--- src/rtl/core/cft_pkg.sv ---
// Shared types, character codes and helper functions of the CSV field tokenizer.
package cft_pkg;

  // Character codes
  localparam logic [7:0] CH_COMMA = 8'h2C;
  localparam logic [7:0] CH_QUOTE = 8'h22;
  localparam logic [7:0] CH_LF    = 8'h0A;
  localparam logic [7:0] CH_CR    = 8'h0D;

  // Widths fixed by the stream fields
  localparam int unsigned COL_W   = 6;
  localparam int unsigned COUNT_W = 7;

  // Largest column count the tokenizer supports
  localparam int unsigned MAX_COLUMNS = 64;

  // Default queue depth between front and back end
  localparam int unsigned QUEUE_DEPTH_DEF = 4;

  // Column count after reset
  localparam logic [COUNT_W-1:0] COLUMN_COUNT_RST = 7'd1;

  // Parser mode of the front end
  typedef enum logic [3:0] {
    MODE_START  = 4'b0001,
    MODE_PLAIN  = 4'b0010,
    MODE_QUOTED = 4'b0100,
    MODE_QSEEN  = 4'b1000
  } mode_t;

  // Trailing word added for the last byte of the text
  typedef enum logic [1:0] {
    TAIL_NONE   = 2'd0,
    TAIL_FIELD  = 2'd1,
    TAIL_RECORD = 2'd2,
    TAIL_BARE   = 2'd3
  } tail_t;

  // One classified input byte: a run of field ends, an optional content byte,
  // an optional tail word
  typedef struct packed {
    logic [COUNT_W-1:0] n_ends;
    logic [COL_W-1:0]   start_col;
    logic               has_byte;
    logic [7:0]         data;
    logic [COL_W-1:0]   byte_col;
    tail_t              tail;
    logic [COL_W-1:0]   tail_col;
    logic               done;
  } cmd_t;

  // One result word
  typedef struct packed {
    logic [7:0]       data_byte;
    logic             has_byte;
    logic             ends_field;
    logic             ends_record;
    logic [COL_W-1:0] column_index;
    logic             input_done;
    logic             last_of_run;
  } res_t;

  // Clamp the configured column count into 1..MAX_COLUMNS
  function automatic logic [COUNT_W-1:0] eff_count(input logic [COUNT_W-1:0] cc);
    logic [COUNT_W-1:0] n;
    n = cc;
    if (cc == '0) begin
      n = 7'd1;
    end else if (cc > COUNT_W'(MAX_COLUMNS)) begin
      n = COUNT_W'(MAX_COLUMNS);
    end
    return n;
  endfunction

  // True when a field ending in this column closes the record
  function automatic logic closes(input logic [COL_W-1:0] col,
                                  input logic [COUNT_W-1:0] eff);
    return ({1'b0, col} + 7'd1) >= eff;
  endfunction

  // Column after a field end
  function automatic logic [COL_W-1:0] next_col(input logic [COL_W-1:0] col,
                                                input logic [COUNT_W-1:0] eff);
    return closes(col, eff) ? '0 : col + 6'd1;
  endfunction

  // Number of field ends a line break emits from this column
  function automatic logic [COUNT_W-1:0] pad_count(input logic [COL_W-1:0] col,
                                                   input logic [COUNT_W-1:0] eff);
    return closes(col, eff) ? 7'd1 : eff - {1'b0, col};
  endfunction

  function automatic logic is_break(input logic [7:0] b);
    return (b == CH_CR) || (b == CH_LF);
  endfunction

endpackage

--- src/rtl/core/cft_front.sv ---
// Front end: accepts text bytes, tracks the quoting state and column, and
// turns each byte into at most one command word.
module cft_front (
  input  logic                          clk,
  input  logic                          rst,
  input  logic [cft_pkg::COUNT_W-1:0]   eff,
  input  logic                          s_tvalid,
  output logic                          s_tready,
  input  logic [7:0]                    s_tdata,   // text_byte
  input  logic                          s_tlast,   // final_byte
  input  logic                          q_full,
  output logic                          push,
  output cft_pkg::cmd_t                 push_cmd
);

  cft_pkg::mode_t                mode, mode_next;
  logic [cft_pkg::COL_W-1:0]     col, col_next;
  logic                          accept;

  assign s_tready = !q_full;
  assign accept   = s_tvalid && s_tready;

  // Classify the byte against the current mode
  always_comb begin
    logic [cft_pkg::COUNT_W-1:0] n;
    logic [cft_pkg::COL_W-1:0]   c;
    cft_pkg::mode_t              m;
    logic                        emit_b;
    logic [cft_pkg::COL_W-1:0]   bcol;
    logic                        do_fs;
    cft_pkg::tail_t              tl;
    logic [cft_pkg::COL_W-1:0]   tcol;

    n      = '0;
    c      = col;
    m      = mode;
    emit_b = 1'b0;
    bcol   = col;
    do_fs  = 1'b0;
    tl     = cft_pkg::TAIL_NONE;
    tcol   = '0;

    unique case (mode)
      cft_pkg::MODE_START: begin
        do_fs = 1'b1;
      end
      cft_pkg::MODE_PLAIN: begin
        if (s_tdata == cft_pkg::CH_COMMA) begin
          n = 7'd1;
          c = cft_pkg::next_col(col, eff);
          m = cft_pkg::MODE_START;
        end else if (cft_pkg::is_break(s_tdata)) begin
          n = cft_pkg::pad_count(col, eff);
          c = '0;
          m = cft_pkg::MODE_START;
        end else begin
          emit_b = 1'b1;
        end
      end
      cft_pkg::MODE_QUOTED: begin
        if (s_tdata == cft_pkg::CH_QUOTE) begin
          m = cft_pkg::MODE_QSEEN;
        end else begin
          emit_b = 1'b1;
        end
      end
      cft_pkg::MODE_QSEEN: begin
        if (s_tdata == cft_pkg::CH_QUOTE) begin
          emit_b = 1'b1;
          m      = cft_pkg::MODE_QUOTED;
        end else begin
          // close the field; anything but a comma is then taken as the first byte of the next one
          n = 7'd1;
          c = cft_pkg::next_col(col, eff);
          m = cft_pkg::MODE_START;
          do_fs = (s_tdata != cft_pkg::CH_COMMA);
        end
      end
      default: begin
        m = cft_pkg::MODE_START;
      end
    endcase

    // First byte of a field
    if (do_fs) begin
      if (s_tdata == cft_pkg::CH_QUOTE) begin
        m = cft_pkg::MODE_QUOTED;
      end else if (s_tdata == cft_pkg::CH_COMMA) begin
        n = n + 7'd1;
        c = cft_pkg::next_col(c, eff);
        m = cft_pkg::MODE_START;
      end else if (cft_pkg::is_break(s_tdata)) begin
        if (c != '0) begin
          n = n + cft_pkg::pad_count(c, eff);
          c = '0;
        end
      end else begin
        emit_b = 1'b1;
        bcol   = c;
        m      = cft_pkg::MODE_PLAIN;
      end
    end

    // Close out the text on the final byte
    if (s_tlast) begin
      if (m != cft_pkg::MODE_START) begin
        tl   = cft_pkg::TAIL_FIELD;
        tcol = c;
      end else if (c != '0) begin
        tl   = cft_pkg::TAIL_RECORD;
        tcol = c;
      end else if ((n == '0) && !emit_b) begin
        tl = cft_pkg::TAIL_BARE;
      end
      m = cft_pkg::MODE_START;
      c = '0;
    end

    mode_next          = m;
    col_next           = c;
    push_cmd.n_ends    = n;
    push_cmd.start_col = col;
    push_cmd.has_byte  = emit_b;
    push_cmd.data      = s_tdata;
    push_cmd.byte_col  = bcol;
    push_cmd.tail      = tl;
    push_cmd.tail_col  = tcol;
    push_cmd.done      = s_tlast;
    push = accept && ((n != '0) || emit_b || s_tlast);
  end

  // Advance the parse state on each accepted byte
  always_ff @(posedge clk) begin
    if (rst) begin
      mode <= cft_pkg::MODE_START;
      col  <= '0;
    end else if (accept) begin
      mode <= mode_next;
      col  <= col_next;
    end
  end

endmodule

--- src/rtl/core/cft_queue.sv ---
// Small command queue between the front end and the back end.
module cft_queue #(
  parameter int unsigned DEPTH = cft_pkg::QUEUE_DEPTH_DEF
) (
  input  logic          clk,
  input  logic          rst,
  input  logic          push,
  input  cft_pkg::cmd_t push_cmd,
  output logic          full,
  input  logic          pop,
  output cft_pkg::cmd_t head,
  output logic          empty
);

  localparam int unsigned AW = (DEPTH > 1) ? $clog2(DEPTH) : 1;
  localparam int unsigned CW = $clog2(DEPTH + 1);

  cft_pkg::cmd_t    entries [DEPTH];
  logic [AW-1:0]    wr_ptr, rd_ptr;
  logic [CW-1:0]    count;

  assign full  = (count == CW'(DEPTH));
  assign empty = (count == '0);
  assign head  = entries[rd_ptr];

  // Store pushed commands
  always_ff @(posedge clk) begin
    if (push) begin
      entries[wr_ptr] <= push_cmd;
    end
  end

  // Advance pointers and occupancy
  always_ff @(posedge clk) begin
    if (rst) begin
      wr_ptr <= '0;
      rd_ptr <= '0;
      count  <= '0;
    end else begin
      if (push) begin
        wr_ptr <= (wr_ptr == AW'(DEPTH - 1)) ? '0 : wr_ptr + 1'b1;
      end
      if (pop) begin
        rd_ptr <= (rd_ptr == AW'(DEPTH - 1)) ? '0 : rd_ptr + 1'b1;
      end
      if (push && !pop) begin
        count <= count + 1'b1;
      end else if (pop && !push) begin
        count <= count - 1'b1;
      end
    end
  end

endmodule

--- src/rtl/core/cft_back.sv ---
// Back end: expands each command into result words and holds the output
// register.
module cft_back (
  input  logic                        clk,
  input  logic                        rst,
  input  logic [cft_pkg::COUNT_W-1:0] eff,
  input  cft_pkg::cmd_t               head,
  input  logic                        empty,
  output logic                        pop,
  output logic                        m_tvalid,
  input  logic                        m_tready,
  output logic [15:0]                 m_tdata,  // data_byte, column_index, zero pad
  output logic [3:0]                  m_tuser,  // has_byte, ends_field, ends_record,
                                                // input_done
  output logic                        m_tlast   // last_of_run
);

  logic [cft_pkg::COUNT_W-1:0] k;
  logic [cft_pkg::COL_W-1:0]   run_col;
  logic                        byte_done;
  logic [cft_pkg::COL_W-1:0]   col_now;
  logic                        in_ends;
  logic                        load;
  cft_pkg::res_t               res, out_res;

  assign col_now = (k == '0) ? head.start_col : run_col;
  assign in_ends = (k < head.n_ends);
  assign load    = !empty && (!m_tvalid || m_tready);
  assign pop     = load && res.last_of_run;

  // Build the next word of the command at the head of the queue
  always_comb begin
    res = '0;
    if (in_ends) begin
      res.ends_field   = 1'b1;
      res.ends_record  = cft_pkg::closes(col_now, eff);
      res.column_index = col_now;
      res.last_of_run  = ((k + 7'd1) == head.n_ends) && !head.has_byte &&
                         (head.tail == cft_pkg::TAIL_NONE);
    end else if (head.has_byte && !byte_done) begin
      res.data_byte    = head.data;
      res.has_byte     = 1'b1;
      res.column_index = head.byte_col;
      res.last_of_run  = (head.tail == cft_pkg::TAIL_NONE);
    end else begin
      res.column_index = head.tail_col;
      res.last_of_run  = 1'b1;
      unique case (head.tail)
        cft_pkg::TAIL_FIELD: begin
          res.ends_field  = 1'b1;
          res.ends_record = 1'b1;
        end
        cft_pkg::TAIL_RECORD: begin
          res.ends_record = 1'b1;
        end
        cft_pkg::TAIL_BARE,
        cft_pkg::TAIL_NONE: begin
          res.column_index = '0;
        end
      endcase
    end
    res.input_done = head.done && res.last_of_run;
  end

  // Step through the command
  always_ff @(posedge clk) begin
    if (rst) begin
      k         <= '0;
      byte_done <= 1'b0;
    end else if (load) begin
      if (res.last_of_run) begin
        k         <= '0;
        byte_done <= 1'b0;
      end else if (in_ends) begin
        k <= k + 7'd1;
      end else begin
        byte_done <= 1'b1;
      end
    end
  end

  // Track the column through a run of field ends
  always_ff @(posedge clk) begin
    if (load && in_ends) begin
      run_col <= cft_pkg::next_col(col_now, eff);
    end
  end

  // Output register
  always_ff @(posedge clk) begin
    if (rst) begin
      m_tvalid <= 1'b0;
    end else if (load) begin
      m_tvalid <= 1'b1;
    end else if (m_tready) begin
      m_tvalid <= 1'b0;
    end
  end

  always_ff @(posedge clk) begin
    if (load) begin
      out_res <= res;
    end
  end

  assign m_tdata = {2'b00, out_res.column_index, out_res.data_byte};
  assign m_tuser = {out_res.input_done, out_res.ends_record, out_res.ends_field,
                    out_res.has_byte};
  assign m_tlast = out_res.last_of_run;

endmodule

--- src/rtl/core/csv_field_tokenizer_top.sv ---
// CSV field tokenizer: one text byte in per word, content bytes and field and
// record ends out, each tagged with its column. A byte that causes at most one
// result word passes through the command queue and the output register. While
// m_tready is high, plain text streams at one byte per clock and the back end
// gives one word per cycle. A line break that pads a short record, a byte
// after a closing quote or the final byte can cause a run of words and then
// hold the back end until all of them, up to column_count or to three when
// the count is below three, are out. The front end keeps accepting until the
// command queue of QUEUE_DEPTH entries is full. column_count may only be
// written while the block is idle; 0 acts as 1 and values above 64 act as 64.
module csv_field_tokenizer_top #(
  parameter int unsigned QUEUE_DEPTH = cft_pkg::QUEUE_DEPTH_DEF
) (
  input  logic        clk,
  input  logic        rst,
  input  logic        cfg_wen,
  input  logic [6:0]  cfg_wdata,  // column_count
  input  logic        s_tvalid,
  output logic        s_tready,
  input  logic [7:0]  s_tdata,    // text_byte
  input  logic        s_tlast,    // final_byte
  output logic        m_tvalid,
  input  logic        m_tready,
  output logic [15:0] m_tdata,    // data_byte[7:0], column_index[13:8], zero pad
  output logic [3:0]  m_tuser,    // has_byte, ends_field, ends_record, input_done
  output logic        m_tlast     // last_of_run
);

  logic [cft_pkg::COUNT_W-1:0] column_count;
  logic [cft_pkg::COUNT_W-1:0] eff;
  logic                        q_full, q_empty, push, pop;
  cft_pkg::cmd_t               push_cmd, head;

  // Hold the column count register
  always_ff @(posedge clk) begin
    if (rst) begin
      column_count <= cft_pkg::COLUMN_COUNT_RST;
    end else if (cfg_wen) begin
      column_count <= cfg_wdata;
    end
  end

  assign eff = cft_pkg::eff_count(column_count);

  cft_front u_front (
    .clk      (clk),
    .rst      (rst),
    .eff      (eff),
    .s_tvalid (s_tvalid),
    .s_tready (s_tready),
    .s_tdata  (s_tdata),
    .s_tlast  (s_tlast),
    .q_full   (q_full),
    .push     (push),
    .push_cmd (push_cmd)
  );

  cft_queue #(
    .DEPTH (QUEUE_DEPTH)
  ) u_queue (
    .clk      (clk),
    .rst      (rst),
    .push     (push),
    .push_cmd (push_cmd),
    .full     (q_full),
    .pop      (pop),
    .head     (head),
    .empty    (q_empty)
  );

  cft_back u_back (
    .clk      (clk),
    .rst      (rst),
    .eff      (eff),
    .head     (head),
    .empty    (q_empty),
    .pop      (pop),
    .m_tvalid (m_tvalid),
    .m_tready (m_tready),
    .m_tdata  (m_tdata),
    .m_tuser  (m_tuser),
    .m_tlast  (m_tlast)
  );

endmodule

--- config.mk ---
export PLATFORM = sky130hd
export DESIGN_NAME = csv_field_tokenizer_top
export DESIGN_NICKNAME = d
export VERILOG_FILES = /design/src/rtl/core/cft_pkg.sv /design/src/rtl/core/cft_front.sv /design/src/rtl/core/cft_queue.sv /design/src/rtl/core/cft_back.sv /design/src/rtl/core/csv_field_tokenizer_top.sv
export SDC_FILE = /design/constraint.sdc
export NUM_CORES = 1
export LEC_CHECK = 0
export ABC_AREA = 1
export BUFFER_PORTS_ARGS = -buffer_cell sky130_fd_sc_hd__buf_2
export CELL_PAD_IN_SITES_DETAIL_PLACEMENT = 1
export CELL_PAD_IN_SITES_GLOBAL_PLACEMENT = 1
export CORE_MARGIN = 5
export CORE_UTILIZATION = 44
export DETAILED_ROUTE_END_ITERATION = 10
export GPL_TIMING_DRIVEN = 0
export MAX_ROUTING_LAYER = met4
export PLACE_DENSITY_LB_ADDON = 0.1
export SKIP_LAST_GASP = 1
export SYNTH_ARGS = -nofsm -noshare
export SYNTH_HDL_FRONTEND = slang
export SYNTH_SLANG_ARGS = --single-unit
--- constraint.sdc ---
create_clock -name clk -period 7.8 [get_ports clk]
set_clock_uncertainty 0.15 [all_clocks]
set_input_delay 0 -clock clk [delete_from_list [all_inputs] [get_ports clk]]
set_output_delay 0 -clock clk [all_outputs]
set_load 0.01 [all_outputs]
== Yosys cells after proc, flatten, opt, wreduce, memory -nomap -nowiden ==
Memory sizes are Yosys's and may differ from the RTL's. A register that Yosys moved wholly into a read port is not among the register bits.
Cells that the tools add are included.

* Bits of input ports: 21
* Register bits after elaboration: 58
* Memories: 1
* RAM bits: 148
* Output and inout bits: 23

{| class="wikitable"
|+ Memory list
! name !! words !! width !! read ports !! clocked after memory_dff !! wr ports !! RTL line !! source
|-
| u_queue.entries || 4 || 37 || 1 || 1 || 1 || cft_queue.sv:18 || <nowiki>cft_pkg::cmd_t entries [DEPTH];</nowiki>
|}

* Equal/unequal tests: 18
* $lt $le $gt $ge: 5
* Mux-type cells: 81
* Reduce and logical (&&, ||, !) cells: 40
* Bitwise gates (word level): 1
* Add/sub/neg operators: 15

{| class="wikitable"
|+ Operators with widths
! cell !! number
|-
| 6-bit two-way mux || 21
|-
| 7-bit two-way mux || 14
|-
| 4-bit two-way mux || 8
|-
| 6-bit by 1-bit adder with 7-bit output, second input constant || 3
|-
| 7-bit greater-or-equal comparator || 3
|-
| 7-bit logical NOT || 3
|-
| 1-bit two-way mux || 21
|-
| 6-bit by 1-bit adder with 6-bit output, second input constant || 3
|-
| 2-bit two-way mux || 9
|-
| 8-bit by 4-bit == test with 1-bit output, second input constant || 2
|-
| 8-bit by 6-bit == test with 1-bit output, second input constant || 2
|-
| 4-bit one-hot mux with 4 select lines || 1
|-
| 7-bit by 1-bit adder with 7-bit output, second input constant || 2
|-
| 7-bit one-hot mux with 2 select lines || 1
|-
| 7-bit by 6-bit subtractor with 7-bit output || 2
|-
| 1-bit logical AND || 12
|-
| 6-bit one-hot mux with 2 select lines || 1
|-
| 6-bit nonzero test || 2
|-
| 3-bit two-way mux || 3
|-
| 2-bit == test, second input constant || 4
|-
| 1-bit logical NOT || 8
|-
| 8-bit by 6-bit != test with 1-bit output, second input constant || 1
|-
| 7-bit adder || 1
|-
| 7-bit == test || 1
|-
| 23 further kinds || 32
|}

== Depth between registers and ports, before layout ==
* Depth in word-level cells: 24
* Depth in mapped cells: 49
* Mapped depth without buffers: 49

== Cells and area by module ==
A second synthesis with hierarchy kept.

* Cell total of the unflattened synthesis: 1,246
* Area total of the unflattened synthesis: 11,486.0 sq um

{| class="wikitable"
|+ Modules (own cells, without submodules)
! module !! instances !! cells each !! area each (sq um)
|-
| cft_queue || 1 || 417 || 5,947.0
|-
| cft_front || 1 || 487 || 2,909.0
|-
| cft_back || 1 || 295 || 2,293.4
|-
| csv_field_tokenizer_top || 1 || 47 || 336.6
|}

== Worst setup path before layout ==
Ideal clock, no wire load.

* Path type: register to register
* Start: register u_front.col[0] (netlist bit)
* End: memory u_queue.entries[0][0] (netlist bit), enable pin
* Setup slack: 446 ps
* Required time: 7,219 ps
* Setup time: 431 ps
* Data arrival time: 6,773 ps
* Cell stages (with the launch flop): 36
* Path through: dfxtp_1 -> ha_1 -> nand4_1 -> nand2_1 -> inv_1 -> ha_1 -> nand2_1 -> nand2_1 -> nand2_1 -> nand2_1 -> a21oi_2 -> nand2_1 -> o21ai_2 -> ha_1 -> inv_1 -> xor2_1 -> inv_1 -> ha_1 -> a21oi_1 -> o31ai_1 -> nand4_1 -> nand3_1 -> inv_1 -> nand2_1 -> ha_1 -> fa_1 -> a21o_1 -> a21oi_1 -> o21ai_0 -> a21oi_1 -> nor3_1 -> nand3b_1 -> o21a_1 -> nand4_4 -> nand2_1 -> nor2_1

* Word-level cells in the longest chain between the ends: 20
* Elaborated cells on any way between the ends: 31
* Classes of those cells: add/sub: 7; order compare: 2; mux: 17; reduce/logical: 5

{| class="wikitable"
|+ RTL lines
! what !! RTL line !! source
|-
| start: declaration || cft_front.sv:17 || <nowiki>logic [cft_pkg::COL_W-1:0] col, col_next;</nowiki>
|-
| start signal: assignment || cft_front.sv:139 || <nowiki>col <= col_next;</nowiki>
|-
| 6-bit by 1-bit adder with 7-bit output || cft_pkg.sv:78 || <nowiki>return ({1'b0, col} + 7'd1) >= eff;</nowiki>
|-
| 7-bit greater-or-equal comparator || cft_pkg.sv:78 ||
|-
| 6-bit two-way mux || cft_pkg.sv:84 || <nowiki>return closes(col, eff) ? '0 : col + 6'd1;</nowiki>
|-
| 6-bit two-way mux (on tied branches) || cft_front.sv:68, cft_front.sv:48 ||
|-
| 6-bit one-hot mux with 2 select lines || cft_front.sv:43 || <nowiki>unique case (mode)</nowiki>
|-
| 6-bit by 1-bit adder with 7-bit output || cft_pkg.sv:78 ||
|-
| 7-bit greater-or-equal comparator || cft_pkg.sv:78 ||
|-
| 7-bit two-way mux || cft_pkg.sv:90 || <nowiki>return closes(col, eff) ? 7'd1 : eff - {1'b0, col};</nowiki>
|-
| [3 not listed] || -- ||
|-
| 7-bit two-way mux || cft_front.sv:88 || <nowiki>end else if (s_tdata == cft_pkg::CH_COMMA) begin</nowiki>
|-
| 7-bit two-way mux || cft_front.sv:86 || <nowiki>if (s_tdata == cft_pkg::CH_QUOTE) begin</nowiki>
|-
| 7-bit two-way mux * || cft_front.sv:85 || <nowiki>if (do_fs) begin</nowiki>
|-
| 7-bit nonzero test * || cft_front.sv:129 || <nowiki>push = accept && ((n != '0) || emit_b || s_tlast);</nowiki>
|-
| 1-bit logical OR * (2 in a row) || cft_front.sv:129 ||
|-
| 1-bit logical AND * || cft_front.sv:129 ||
|-
| 1-bit two-way mux * || cft_queue.sv:28 || <nowiki>if (push) begin</nowiki>
|-
| 1-bit two-way mux (implied by the code) * || cft_queue.sv:29 || <nowiki>entries[wr_ptr] <= push_cmd;</nowiki>
|-
| end: declaration || cft_queue.sv:18 ||
|}

Mark *: on every way between the ends. The rest lies on a longest branch, timed or not.

== Worst setup path after layout ==
* Start: register column_count[1] (netlist bit)
* End: register u_queue.count[2]

* Word-level cells in the longest chain between the ends: 23
* Elaborated cells on any way between the ends: 35
* Classes of those cells: add/sub: 5; order compare: 3; mux: 17; reduce/logical: 10

{| class="wikitable"
|+ RTL lines
! what !! RTL line !! source
|-
| start: declaration || csv_field_tokenizer_top.sv:29 || <nowiki>logic [cft_pkg::COUNT_W-1:0] column_count;</nowiki>
|-
| start signal: assignment || csv_field_tokenizer_top.sv:37 || <nowiki>column_count <= cft_pkg::COLUMN_COUNT_RST;</nowiki>
|-
| start signal: assignment || csv_field_tokenizer_top.sv:39 || <nowiki>column_count <= cfg_wdata;</nowiki>
|-
| 7-bit greater-than comparator || cft_pkg.sv:69 || <nowiki>end else if (cc > COUNT_W'(MAX_COLUMNS)) begin</nowiki>
|-
| 7-bit two-way mux || cft_pkg.sv:69 ||
|-
| 7-bit two-way mux * || cft_pkg.sv:67 || <nowiki>if (cc == '0) begin</nowiki>
|-
| 7-bit greater-or-equal comparator || cft_pkg.sv:78 ||
|-
| 6-bit two-way mux || cft_pkg.sv:84 ||
|-
| 6-bit two-way mux (on tied branches) || cft_front.sv:68, cft_front.sv:48 ||
|-
| 6-bit one-hot mux with 2 select lines || cft_front.sv:43 ||
|-
| 6-bit by 1-bit adder with 7-bit output || cft_pkg.sv:78 ||
|-
| [7 not listed] || -- ||
|-
| 7-bit two-way mux * || cft_front.sv:85 ||
|-
| 7-bit nonzero test * || cft_front.sv:129 ||
|-
| 1-bit logical OR * (2 in a row) || cft_front.sv:129 ||
|-
| 1-bit logical AND * || cft_front.sv:129 ||
|-
| named net push || csv_field_tokenizer_top.sv:31 || <nowiki>logic q_full, q_empty, push, pop;</nowiki>
|-
| 1-bit logical NOT || cft_queue.sv:48 || <nowiki>end else if (pop && !push) begin</nowiki>
|-
| 1-bit logical AND || cft_queue.sv:48 ||
|-
| 2-bit nonzero test (no source line) || -- ||
|-
| end signal: assignment || cft_queue.sv:47 || <nowiki>count <= count + 1'b1;</nowiki>
|-
| end signal: assignment || cft_queue.sv:49 || <nowiki>count <= count - 1'b1;</nowiki>
|-
| end: declaration || cft_queue.sv:20 || <nowiki>logic [CW-1:0] count;</nowiki>
|}

The timed path passes the listed nets; every way through them passes the cells marked *.
A chain may end at the register's enable or synchronous reset.

==> metrics.md <==
| Metric | Value |
|---|---|
| Crit path launch type | `register` |
| Synthesis-stage register bit count | `208` |
| PortBufs | `40` |
| Layout cells sized above 1 | `0.120` |
| Number of synthesized flops with an enable pin | `roughly 170` |
| Hold/Removal Path Class | `in -> reg` |
| Req. time, crit path | `8070 ps` |
| DRT antenna net count | `0` |
| Final worst path period share | `0.931` |
| Max Freq | `138 MHz` |
| Number of CTS-inserted buffers | `23` |
| Worst Setup Slack post-DPL | `-589 ps` |
| Pwr dens | `253 mW/mm2` |
| Crit path arrival time | `7530 ps` |
| Routability Congestion | `0.890` |
| Die Height | `167 um` |
| Total Wirelength | `31.3 mm` |
| Initial Util | `0.448` |
| CTS clk-pin slew, worst paths | `60 ps` |
| Die footprint | `0.0280 mm2` |
| Worst-Skew Late Latency | `500 ps` |
| Max incr delay on CP | `410 ps` |
| CTS Root Cell | `clkbuf_16` |
| Row cnt | `57` |
| Final worst-path setup slack | `540 ps` |
| WL per Instance | `19.6 um` |
| CTS tree | `yes` |
| Global-route usage over all layers | `0.228` |
| Synth-to-Final Area Change | `17.3%` |
| Max-slew violation count | `0` |
| Top post-synthesis cells by count | `nand2_1 (245), edfxtp_1 (173), inv_1 (125)` |
| Post-synthesis area per instance | `9.46 um2` |
| Final setup fails | `0` |
| Synth warn | `0` |
| Final net count | `1347` |
| Io pins | `between 40 and 50` |
| Critical path endpoint category | `register` |
| Area occupied by multi-input gates | `0.00445 mm2` |
| Lkg Pwr | `5.38 nW` |
| CTS Buffer Depth | `3` |
| Initial drt markers | `564` |
| Crit Path Class | `reg -> reg` |
| Dominant synthesized flop cell | `edfxtp_1` |
| Vias | `8571` |
| DRC | `0` |
| Crit-path slowest cell | `fa_1` |
| CP Max Fanout | `6` |
| Most used cell, CP | `inv_1` |
| Mapped Area | `0.0109 mm2` |
| Die width | `167 um` |
| Most frequent cell after synthesis | `nand2_1` |
| Sink Count | `about 210` |
| Register area | `0.00590 mm2` |
| Pin count of the biggest net entering global routing | `28` |
| Core area | `0.0243 mm2` |
| TNS Setup | `0 ps` |
| Final Core Density | `0.525` |
| Clock H-tree levels | `1` |
| Status | `finished, final reports clean` |
| Final hold viol count | `0` |
| Rel. slew slack | `0.246` |
| Total grt overflow | `0` |
| Post-synth top area cell | `edfxtp_1` |
| Hpwl dp | `approximately 23 mm` |
| Global-route wire length before repair | `a little under 50 mm` |
| Worst slew pin tran | `approximately 1100 ps` |
| VDD IR-drop max | `179 uV` |
| FFs w/ async S/R, synth | `0` |
| Top post-synthesis cells by area | `edfxtp_1 (48%), nand2_1 (8.4%), ha_1 (7.0%)` |
| DRT Pass-1 Iters | `5` |
| Vias per cell | `5.36` |
| Antenna Cells | `0` |
| Tmin final | `between 7000 and 8000 ps` |
| Netlist cell types | `53` |
| Mapped Cells | `around 1200` |
| Maxcap violations | `0` |
| Vias in the first global route | `between 8000 and 9000` |
| Layout fillers | `2756` |
| Synth top area share | `0.477` |
| Sequential share of the synthesized area | `0.541` |
| Initial antenna violation count | `0` |
-- sequential cells by signal (all words and copies together), names as in the netlist, 2 cells and up, named ones only --
name             cells
u_queue.rd_ptr       2
u_back.run_col       6
u_queue.entries    148
u_front.mode         4
u_queue.count        3
u_back.m_tdata      14
u_queue.wr_ptr       2
u_back.k             7
u_front.col          6
u_back.m_tuser       4
column_count         7
-- metrics by stage --
stage | hold slack, ps | cells | power, mW | area, um2
3_3_place_gp | 68.0 | 1516 | 2.20 | 11500
3_5_place_dp | 71.1 | 1521 | 2.25 | 11600
6_report | 165 | 1600 | 3.24 | 12800
2_1_floorplan | -51.1 | 1152 | 1.94 | 10900
4_1_cts | 153 | 1598 | 3.25 | 12700
5_1_grt | 143 | 1600 | 3.41 | 12800
-- critical path: cells and delay by family (launching register included) --
family                   cells  cell delay, ps
flip-flops                   1             350
buffers and inverters        7             660
AO/OA/AOI/OAI               12            1910
XOR/XNOR                     1             210
AND/OR/NAND/NOR             17            1960
adder cells (fa/ha/maj)      7            1940
-- report_power, final --
group          internal [mW]  switching (mW)
clock network          0.571           0.420
logic                  0.264           0.542
registers               1.39          0.0451
-- cells by family after synthesis --
logic type,share of synthesized area
flip-flops,0.541
XOR/XNOR,0.0161
other,0.000344
adder cells (fa/ha/maj),0.0775
AO/OA/AOI/OAI,0.117
AND/OR/NAND/NOR,0.187
buffers and inverters,0.0604
-- metal layers --
layer	GRT usage	vias to the layer above	wire length, um
li1	-	4143	-
met1	0.287	4210	13500
met2	0.401	170	15800
met3	0.0245	48	1310
met4	0.0512	0	672
met5	-	-	0
-- cells in the final DEF, fill, tap and decap left out, drive strengths merged --
cell type    instances
a21boi               1
o211ai               5
a211oi               1
nand3               46
nand4               11
dlygate4sd3         33
xnor2                8
xor2                12
a21oi               86
ha                  61
bufinv               1
o21ai               81
and2                 1
nor3                 6
buf                 62
o21a                 4
nand3b               4
o31ai                1
o22ai               18
clkbuf              49
nor4                 3
inv                137
a21o                 1
a221oi               9
a32o                 8
clkinv              13
o2111ai              1
edfxtp             173
o221ai               1
a31oi                2
nor2               129
o21bai               1
dfxtp               35
a32oi                1
o311ai               1
nand2              258
fa                   4
or2                  6
conb                 2
-- timing repair --
| action | in CTS | in global routing |
|---|---|---|
| pin swaps | 2 | 2 |
| resized for setup | 14 | 8 |
| setup buffers | 4 | 3 |
| endpoints found under the hold margin | 63 | 0 |
| setup endpoints to repair | 151 | 103 |
| hold buffers | 33 | 0 |
-- path summary, 6_finish.rpt --
| kind | startpoint | end | slack [ps] | cells past startpoint |
|---|---|---|---|---|
| setup reg to reg | column_count[1] | u_queue.count[2] | 540 | 44 |
| setup / recovery | column_count[1] | u_queue.count[2] | 540 | 44 |
| hold reg to reg | u_front.mode[2] | u_front.mode[2] | 360 | 2 |
| hold / removal | s_tdata[6] | u_queue.entries[1][21] | 170 | 2 |
-- layout make-up --
class                      instances  area share
sequential                       208       0.462
tap                              324      0.0318
inverter                         139      0.0410
clock buffer                      28      0.0466
multi-input combinational        773       0.348
clock inverter                    12     0.00627
timing repair buffer              85      0.0535
buffer                            31      0.0103
No activity file was read; power rests on OpenSTA's default activity.
